### config.mk
export PLATFORM = sky130hd
export DESIGN_NAME = hue_sat_to_rgb
export DESIGN_NICKNAME = d
export VERILOG_FILES = /design/src/rtl/hsr_pkg.sv /design/src/rtl/hsr_sector.sv /design/src/rtl/hsr_terms.sv /design/src/rtl/hsr_div.sv /design/src/rtl/hue_sat_to_rgb.sv
export SDC_FILE = /design/constraint.sdc
export NUM_CORES = 2
export LEC_CHECK = 0
export ABC_CLOCK_PERIOD_IN_PS = 6200
export BUFFER_PORTS_ARGS = -buffer_cell sky130_fd_sc_hd__clkbuf_2
export CORE_MARGIN = 2
export CORE_UTILIZATION = 60
export DETAILED_ROUTE_END_ITERATION = 16
export GPL_TIMING_DRIVEN = 0
export PLACE_DENSITY = 0.79
export SKIP_CTS_REPAIR_TIMING = 1
export SYNTH_ARGS = -nofsm -noshare
export SYNTH_HDL_FRONTEND = slang
export SYNTH_SLANG_ARGS = --single-unit
### constraint.sdc
create_clock -name clk -period 6.2 [get_ports clk]
set_input_delay 0.62 -clock clk [delete_from_list [all_inputs] [get_ports clk]]
set_output_delay 0.62 -clock clk [all_outputs]
set_load 0.01 [all_outputs]
### src/rtl/hsr_pkg.sv
// ----------------------------------------------------------------------------
// hsr_pkg
// Shared constants, sector codes and stage payload types for the
// hue/saturation/brightness to RGB converter.
// ----------------------------------------------------------------------------
package hsr_pkg;

  // Number of register stages from input to output register.
  localparam int STAGES = 7;

  localparam int SPAN = 11850;
  localparam int FULL = 255;

  localparam logic [13:0] HUE_SPAN   = 14'(SPAN);
  localparam logic [15:0] HUE_WRAP   = 16'hFFFF;
  localparam logic [7:0]  FULL_SCALE = 8'(FULL);

  // Denominator of the q and t terms, and its reciprocal scaled by 2^RECIP_SHIFT.
  localparam int          RECIP_SHIFT = 40;
  localparam logic [21:0] QT_DEN      = 22'(FULL * SPAN);
  localparam logic [29:0] QT_DEN_W    = 30'(FULL * SPAN);
  localparam logic [18:0] RECIP       =
    19'((64'd1 << RECIP_SHIFT) / 64'(FULL * SPAN));

  localparam logic [15:0] SECTOR_BASE [6] = '{
    16'(0), 16'(SPAN), 16'(2 * SPAN), 16'(3 * SPAN), 16'(4 * SPAN), 16'(5 * SPAN)
  };

  // Sector codes, named by the hue range they cover.
  localparam logic [2:0] SEC_RY = 3'd0;
  localparam logic [2:0] SEC_YG = 3'd1;
  localparam logic [2:0] SEC_GC = 3'd2;
  localparam logic [2:0] SEC_CB = 3'd3;
  localparam logic [2:0] SEC_BM = 3'd4;
  localparam logic [2:0] SEC_MR = 3'd5;

  typedef logic [STAGES-1:0] stage_vec_t;

  typedef struct packed {
    logic [7:0]  light;
    logic [2:0]  sector;
    logic [13:0] f;
    logic [7:0]  sat;
    logic [7:0]  bri;
    logic [15:0] xp;
  } s1_t;

  typedef struct packed {
    logic [7:0]  light;
    logic [2:0]  sector;
    logic [7:0]  bri;
    logic [21:0] nq;
    logic [21:0] nt;
    logic [15:0] xp;
    logic [7:0]  ep;
  } s2_t;

  typedef struct packed {
    logic [7:0] light;
    logic [2:0] sector;
    logic [7:0] bri;
    logic [7:0] p;
  } ctx_t;

  typedef struct packed {
    ctx_t        ctx;
    logic [29:0] xq;
    logic [29:0] xt;
  } s3_t;

endpackage

### src/rtl/hsr_sector.sv
// ----------------------------------------------------------------------------
// hsr_sector
// First stage: folds the hue wrap value, splits the hue into sector and
// fraction, and forms the brightness product for the p term.
// ----------------------------------------------------------------------------
module hsr_sector (
  input  logic          clk,
  input  logic          en,
  input  logic [7:0]    light_index,
  input  logic [15:0]   hue,
  input  logic [7:0]    saturation,
  input  logic [7:0]    brightness,
  output hsr_pkg::s1_t  s1
);

  hsr_pkg::s1_t s1_r;
  hsr_pkg::s1_t s1_nxt;
  logic [15:0]  hue_w;
  logic [15:0]  base;
  logic [15:0]  frac;
  logic [2:0]   sec;
  logic [7:0]   sat_c;

  always_comb begin
    hue_w = (hue == hsr_pkg::HUE_WRAP) ? 16'd0 : hue;
    sec   = hsr_pkg::SEC_RY;
    base  = hsr_pkg::SECTOR_BASE[0];
    for (int k = 1; k < 6; k++) begin
      if (hue_w >= hsr_pkg::SECTOR_BASE[k]) begin
        sec  = 3'(k);
        base = hsr_pkg::SECTOR_BASE[k];
      end
    end
    frac  = hue_w - base;
    sat_c = hsr_pkg::FULL_SCALE - saturation;

    s1_nxt.light  = light_index;
    s1_nxt.sector = sec;
    s1_nxt.f      = frac[13:0];
    s1_nxt.sat    = saturation;
    s1_nxt.bri    = brightness;
    s1_nxt.xp     = brightness * sat_c;
  end

  always_ff @(posedge clk) begin
    if (en) begin
      s1_r <= s1_nxt;
    end
  end

  assign s1 = s1_r;

endmodule

### src/rtl/hsr_terms.sv
// ----------------------------------------------------------------------------
// hsr_terms
// Second and third stages: forms the q and t numerators, finishes the p
// term by reciprocal multiply with one correction step, and scales the
// q and t numerators by brightness.
// ----------------------------------------------------------------------------
module hsr_terms (
  input  logic          clk,
  input  logic [1:0]    en,
  input  hsr_pkg::s1_t  s1,
  output hsr_pkg::s3_t  s3
);

  hsr_pkg::s2_t s2_r;
  hsr_pkg::s2_t s2_nxt;
  hsr_pkg::s3_t s3_r;
  hsr_pkg::s3_t s3_nxt;
  logic [13:0]  f_c;
  logic [21:0]  sf_q;
  logic [21:0]  sf_t;
  logic [24:0]  xp257;
  logic [15:0]  ep255;
  logic [15:0]  rem_p;

  always_comb begin
    f_c   = hsr_pkg::HUE_SPAN - s1.f;
    sf_q  = s1.sat * s1.f;
    sf_t  = s1.sat * f_c;
    // Multiplying by 257/65536 undershoots x/255 by less than one.
    xp257 = s1.xp * 9'd257;

    s2_nxt.light  = s1.light;
    s2_nxt.sector = s1.sector;
    s2_nxt.bri    = s1.bri;
    s2_nxt.nq     = hsr_pkg::QT_DEN - sf_q;
    s2_nxt.nt     = hsr_pkg::QT_DEN - sf_t;
    s2_nxt.xp     = s1.xp;
    s2_nxt.ep     = xp257[23:16];
  end

  always_comb begin
    ep255 = s2_r.ep * hsr_pkg::FULL_SCALE;
    rem_p = s2_r.xp - ep255;

    s3_nxt.ctx.light  = s2_r.light;
    s3_nxt.ctx.sector = s2_r.sector;
    s3_nxt.ctx.bri    = s2_r.bri;
    s3_nxt.ctx.p      = s2_r.ep + {7'd0, (rem_p >= {8'd0, hsr_pkg::FULL_SCALE})};
    s3_nxt.xq         = s2_r.bri * s2_r.nq;
    s3_nxt.xt         = s2_r.bri * s2_r.nt;
  end

  always_ff @(posedge clk) begin
    if (en[0]) begin
      s2_r <= s2_nxt;
    end
    if (en[1]) begin
      s3_r <= s3_nxt;
    end
  end

  assign s3 = s3_r;

endmodule

### src/rtl/hsr_div.sv
// ----------------------------------------------------------------------------
// hsr_div
// Three-stage floor division of a 30-bit word by 255 * 11850: reciprocal
// multiply, back-multiply, then a single remainder correction.
// ----------------------------------------------------------------------------
module hsr_div (
  input  logic        clk,
  input  logic [2:0]  en,
  input  logic [29:0] num,
  output logic [7:0]  quo
);

  typedef struct packed {
    logic [29:0] x;
    logic [7:0]  e;
  } est_t;

  typedef struct packed {
    logic [29:0] x;
    logic [29:0] es;
    logic [7:0]  e;
  } back_t;

  est_t        est_r;
  est_t        est_nxt;
  back_t       back_r;
  back_t       back_nxt;
  logic [7:0]  quo_r;
  logic [7:0]  quo_nxt;
  logic [48:0] prod;
  logic [29:0] rem;

  always_comb begin
    // The estimate is the true quotient or one below it.
    prod        = num * hsr_pkg::RECIP;
    est_nxt.x   = num;
    est_nxt.e   = prod[47:40];

    back_nxt.x  = est_r.x;
    back_nxt.e  = est_r.e;
    back_nxt.es = est_r.e * hsr_pkg::QT_DEN;

    rem     = back_r.x - back_r.es;
    quo_nxt = back_r.e + {7'd0, (rem >= hsr_pkg::QT_DEN_W)};
  end

  always_ff @(posedge clk) begin
    if (en[0]) begin
      est_r <= est_nxt;
    end
    if (en[1]) begin
      back_r <= back_nxt;
    end
    if (en[2]) begin
      quo_r <= quo_nxt;
    end
  end

  assign quo = quo_r;

endmodule

### src/rtl/hue_sat_to_rgb.sv
// ----------------------------------------------------------------------------
// hue_sat_to_rgb
// Converts a hue, saturation and brightness word for one light into 8-bit
// red, green and blue levels, with exact floor arithmetic.
// ----------------------------------------------------------------------------
// Usage:
//   The input channel (in_valid/in_ready) carries a light index, a 16-bit
//   hue, an 8-bit saturation and an 8-bit brightness. The result channel
//   (out_valid/out_ready) returns the echoed index and the three levels,
//   one result word for every input word, in order.
//   Throughput is one word per clock when the receiver takes every word;
//   the seven register stages are set by the multiplier chain of the q and
//   t terms (scale, reciprocal multiply, back-multiply and correction).
//   Every stage has its own valid bit and loads whenever it is empty or its
//   successor loads, so bubbles close up and in_ready stays high while any
//   stage is free. When the receiver stalls, the pipeline fills and then
//   in_ready drops; nothing is lost or repeated.
//   A synchronous reset (rst_n low) empties the pipeline by clearing the
//   valid bits; the data and color registers are not reset.
// ----------------------------------------------------------------------------
module hue_sat_to_rgb (
  input  logic        clk,
  input  logic        rst_n,
  input  logic        in_valid,
  output logic        in_ready,
  input  logic [7:0]  in_light_index,
  input  logic [15:0] in_hue,
  input  logic [7:0]  in_saturation,
  input  logic [7:0]  in_brightness,
  output logic        out_valid,
  input  logic        out_ready,
  output logic [7:0]  out_light_out,
  output logic [7:0]  out_red,
  output logic [7:0]  out_green,
  output logic [7:0]  out_blue
);

  localparam int LAST = hsr_pkg::STAGES - 1;

  hsr_pkg::stage_vec_t valid_r;
  hsr_pkg::stage_vec_t valid_nxt;
  hsr_pkg::stage_vec_t en;
  hsr_pkg::s1_t        s1;
  hsr_pkg::s3_t        s3;
  hsr_pkg::ctx_t       ctx4_r;
  hsr_pkg::ctx_t       ctx5_r;
  hsr_pkg::ctx_t       ctx6_r;
  logic [7:0]          q_val;
  logic [7:0]          t_val;
  logic [7:0]          light_r;
  logic [7:0]          red_r;
  logic [7:0]          green_r;
  logic [7:0]          blue_r;
  logic [7:0]          red_nxt;
  logic [7:0]          green_nxt;
  logic [7:0]          blue_nxt;

  // A stage may load when it is empty or when the stage after it loads.
  always_comb begin
    en[LAST] = !valid_r[LAST] | out_ready;
    for (int i = LAST - 1; i >= 0; i--) begin
      en[i] = !valid_r[i] | en[i+1];
    end
    valid_nxt[0] = en[0] ? in_valid : valid_r[0];
    for (int i = 1; i <= LAST; i++) begin
      valid_nxt[i] = en[i] ? valid_r[i-1] : valid_r[i];
    end
  end

  always_ff @(posedge clk) begin
    if (!rst_n) begin
      valid_r <= '0;
    end else begin
      valid_r <= valid_nxt;
    end
  end

  hsr_sector u_sector (
    .clk         (clk),
    .en          (en[0]),
    .light_index (in_light_index),
    .hue         (in_hue),
    .saturation  (in_saturation),
    .brightness  (in_brightness),
    .s1          (s1)
  );

  hsr_terms u_terms (
    .clk (clk),
    .en  (en[2:1]),
    .s1  (s1),
    .s3  (s3)
  );

  hsr_div u_div_q (
    .clk (clk),
    .en  (en[5:3]),
    .num (s3.xq),
    .quo (q_val)
  );

  hsr_div u_div_t (
    .clk (clk),
    .en  (en[5:3]),
    .num (s3.xt),
    .quo (t_val)
  );

  // Side data rides alongside the two dividers.
  always_ff @(posedge clk) begin
    if (en[3]) begin
      ctx4_r <= s3.ctx;
    end
    if (en[4]) begin
      ctx5_r <= ctx4_r;
    end
    if (en[5]) begin
      ctx6_r <= ctx5_r;
    end
  end

  always_comb begin
    case (ctx6_r.sector)
      hsr_pkg::SEC_RY: begin
        red_nxt = ctx6_r.bri; green_nxt = t_val;      blue_nxt = ctx6_r.p;
      end
      hsr_pkg::SEC_YG: begin
        red_nxt = q_val;      green_nxt = ctx6_r.bri; blue_nxt = ctx6_r.p;
      end
      hsr_pkg::SEC_GC: begin
        red_nxt = ctx6_r.p;   green_nxt = ctx6_r.bri; blue_nxt = t_val;
      end
      hsr_pkg::SEC_CB: begin
        red_nxt = ctx6_r.p;   green_nxt = q_val;      blue_nxt = ctx6_r.bri;
      end
      hsr_pkg::SEC_BM: begin
        red_nxt = t_val;      green_nxt = ctx6_r.p;   blue_nxt = ctx6_r.bri;
      end
      default: begin
        red_nxt = ctx6_r.bri; green_nxt = ctx6_r.p;   blue_nxt = q_val;
      end
    endcase
  end

  always_ff @(posedge clk) begin
    if (en[LAST]) begin
      light_r <= ctx6_r.light;
      red_r   <= red_nxt;
      green_r <= green_nxt;
      blue_r  <= blue_nxt;
    end
  end

  assign in_ready      = en[0];
  assign out_valid     = valid_r[LAST];
  assign out_light_out = light_r;
  assign out_red       = red_r;
  assign out_green     = green_r;
  assign out_blue      = blue_r;

  // While any stage is empty the converter must be able to take a word.
  a_ready_when_room: assert property (@(posedge clk) disable iff (!rst_n)
    !(&valid_r) |-> in_ready)
    else $error("in_ready low with a free pipeline stage");

  // The p term can never exceed the brightness it was scaled from.
  a_p_bounded: assert property (@(posedge clk) disable iff (!rst_n)
    valid_r[2] |-> (s3.ctx.p <= s3.ctx.bri))
    else $error("p term above brightness");

  // The corrected quotients stay within brightness as well.
  a_qt_bounded: assert property (@(posedge clk) disable iff (!rst_n)
    valid_r[5] |-> ((q_val <= ctx6_r.bri) && (t_val <= ctx6_r.bri)))
    else $error("q or t term above brightness");

endmodule

==> flow_metrics.tcl <==
set metrics [dict create \
    path_clk_slew_ns 0.06 \
    rows 124 \
    cts_htree_levels 3 \
    grt_overflow 0 \
    dr.pass1.iters 7 \
    routedWlPerCell_um 17.72 \
    critPathKind "flop to flop" \
    syn-num-nets 8611 \
    worstReg2RegStart "u_sector.s1[32]" \
    drv_cap 0 \
    drive_gt1_share_pct 6.922 \
    crit_path_start_kind "flop" \
    arrival_ns 6.80 \
    crit_path_end_kind "flop" \
    top_layer "met5" \
    n_fill_cell 8415 \
    synth-simple-area-share_pct 9.445 \
    globalplace.congestion 0.9533 \
    drt_iter0_drc 2952 \
    core_area_um2 114700 \
    io_pins 78 \
    yosys.area.top_type "fa_1" \
    whs_path_depth 1 \
    status "finished, violations left" \
    initial_utilization_pct 60.65 \
    worst_pin_slew_ns 1.225 \
    min_from "in_light_index[0]" \
    synth_top_family_by_area "adder cells" \
    numCtsBuffers 68 \
    grt_pass1_vias 48133 \
    die_h_um 344.4 \
    wl_met1_um 63170 \
    rrSetupSlack_ns -0.22 \
    postSynthAreaPerCell_um2 10.56 \
    min_period_over_period_pct 103.6 \
    wl_met3_um 8248 \
    ys_top_cells_by_area "fa_1 28%, edfxtp_1 24%, ha_1 18%" \
    yosys.area_share.adder_pct 46.16 \
    io_buffers 77 \
    yosys_warnings 0 \
    synth_edf_count 562 \
    hold_class "input pin to flop" \
    r2r-end "u_terms.s2_r[45]" \
    track_usage_pct 25.86 \
    area.growth.synth_to_final_pct 9.043 \
    clkSinkCount 569 \
    dieArea_um2 118600 \
    cts_tree "done" \
    ctsLongestPathBuffers 3 \
    seq_area_frac_synth_pct 24.47 \
    skew_ns 0.03893 \
    antenna_found_initial 5 \
    synthCells 6585 \
    clockRootBuffer "clkbuf_16" \
    wirelength_um 149500 \
    grt_max_degree 102 \
    violations "setup timing" \
    synth_top_area_share_pct 27.98 \
    rr_worst_depth 23 \
    dieWidth_um 344.4 \
    critical_path.max_fanout 5 \
    clock_latency_ns 0.66 \
    drc 0 \
    ys_top_cells_by_count "1,631 x inv_1, 1,010 x ha_1, 972 x fa_1" \
    via_count 46086 \
    dp_hpwl_um 120100 \
    vias_per_cell 5.465 \
    final-hold-violation-count 0 \
    slew_viol_final 0 \
    setup_violations 2 \
    synthArstFlopShare_pct 0 \
    synth_compound_area_share_pct 6.881 \
    rsz0062_at_grt "true" \
    grt_pass1_wl_um 243800 \
    synth_flop_cell "edfxtp_1" \
    critPathRequiredTime_ns 6.58 \
    layout_min_cycle_time_ns 6.421 \
    relSlewSlack_pct 18.24 \
    fmax_mhz 155.8 \
    nets 8895 \
    whs_ns 0.1380 \
    worstSetupStartpoint "u_sector.s1[32]" \
    worst_slack_ns -0.2205 \
    met2WireLength_um 73610 \
    cp-endpoint "u_terms.s2_r[45]" \
    synth_cell_type_count 80 \
    synth_xor_area_share_pct 3.061 \
    synth.mux.area_fraction_pct 0.6675 \
    synth_area_um2 69540 \
    yosysMostFrequentCell "inv_1" \
    ys_ff_latch 569 \
    drt.antenna.violating_nets 0 \
]
-- metal layers --
layer  vias to the layer above  global-route usage (%)
li1                      21697                       -
met1                     22912                   34.33
met2                      1210                   43.83
met3                       265                   4.189
met4                         2                   7.736
met5                         -                       0
-- per-stage QoR --
stage	area [µm²]	util [%]	worst slack, ns	TNS, ns	instances
2_1_floorplan	69550	-	0.1279	0	6585
3_3_place_gp	71820	62.64	-1.072	-6.224	8174
3_5_place_dp	71980	62.78	-1.120	-7.323	8179
4_1_cts	74300	64.80	-1.191	-8.535	8300
5_1_grt	75820	66.13	-0.4186	-0.9779	8432
6_report	75830	66.13	-0.2205	-0.2986	8433
-- worst min path at each step --
| stage | to | slack [ns] |
|---|---|---|
| floorplan | ctx4_r[0] | 0.40 |
| CTS | u_sector.s1[49] | 0.10 |
| detailed placement | ctx4_r[12] | 0.40 |
| finish | u_sector.s1[49] | 0.14 |
| global route | u_sector.s1[49] | 0.12 |
| global placement | ctx4_r[21] | 0.40 |
-- kinds of logic (layout without fill, tap and decap cells) --
family,Yosys count,in the layout
fa+ha+maj,1982,1982
buf+inv,1726,2061
simple gates,1291,1291
compound gates,730,730
flops,569,569
xor+xnor,243,243
mux,44,44
other cells,0,1
-- placed cells by master, fill, tap and decap left out, drive strengths merged, types with 8 or more instances in the layout --
| cell type | n |
|---|---|
| a21oi | 206 |
| buf | 151 |
| or3 | 17 |
| a21o | 86 |
| o41ai | 10 |
| o31ai | 8 |
| mux2 | 19 |
| inv | 1640 |
| xnor2 | 172 |
| a21boi | 15 |
| nand2b | 60 |
| nand3 | 61 |
| a2111oi | 9 |
| nor3 | 56 |
| and2 | 314 |
| o2111ai | 11 |
| clkbuf | 235 |
| o211ai | 14 |
| ha | 1010 |
| nor2 | 155 |
| o21a | 49 |
| xor2 | 71 |
| o21bai | 16 |
| mux2i | 25 |
| nand2 | 424 |
| and3 | 25 |
| a211oi | 39 |
| or2 | 14 |
| nand4 | 21 |
| clkinvlp | 12 |
| a31oi | 18 |
| nand3b | 11 |
| fa | 972 |
| and4 | 9 |
| clkinv | 16 |
| nor2b | 95 |
| a31o | 11 |
| edfxtp | 562 |
| o22ai | 18 |
| o21ai | 151 |
-- state kept, by name, indices dropped and copies added (netlist names), 27 cells and up --
| name | flops |
|---|---|
| ctx4_r | 27 |
| ctx5_r | 27 |
| ctx6_r | 27 |
| u_div_q.back_nxt | 37 |
| u_div_q.back_r | 65 |
| u_div_t.back_nxt | 37 |
| u_div_t.back_r | 65 |
| u_sector.s1 | 57 |
| u_terms.s2_r | 86 |
| u_terms.s3 | 86 |
-- worst max-delay path, stage by stage, from the launching register on --
cell	delay, ns
edfxtp_1	0.49
a21oi_2	0.21
nor2b_1	0.08
o31a_1	0.27
or3_4	0.36
and2_4	0.19
nand2_4	0.09
xor2_4	0.20
and2_4	0.18
fa_1	0.44
fa_1	0.55
fa_1	0.45
fa_1	0.54
inv_1	0.06
ha_4	0.26
a21o_1	0.16
a21o_1	0.19
a21o_1	0.22
o21ai_1	0.12
a21oi_1	0.08
o41ai_2	0.33
buf_4	0.18
mux2i_1	0.08
a2111oi_2	0.41
-- cell type report --
cell class | instances | area (µm²) | area share [%]
flip-flops and latches | 569 | 17020 | 22.44
inverters | 1631 | 6136 | 8.092
plain buffers | 90 | 375.4 | 0.4950
clock buffers | 77 | 1777 | 2.343
multi-input cells | 4290 | 46530 | 61.36
repair buffers | 219 | 1556 | 2.053
clock inverters | 44 | 544.3 | 0.7178
diodes | 1 | 2.502 | 0.003300
well taps | 1512 | 1892 | 2.495
Power is not shown: default switching activity piles up to over one toggle a cycle in this logic, so the estimate is an artifact.
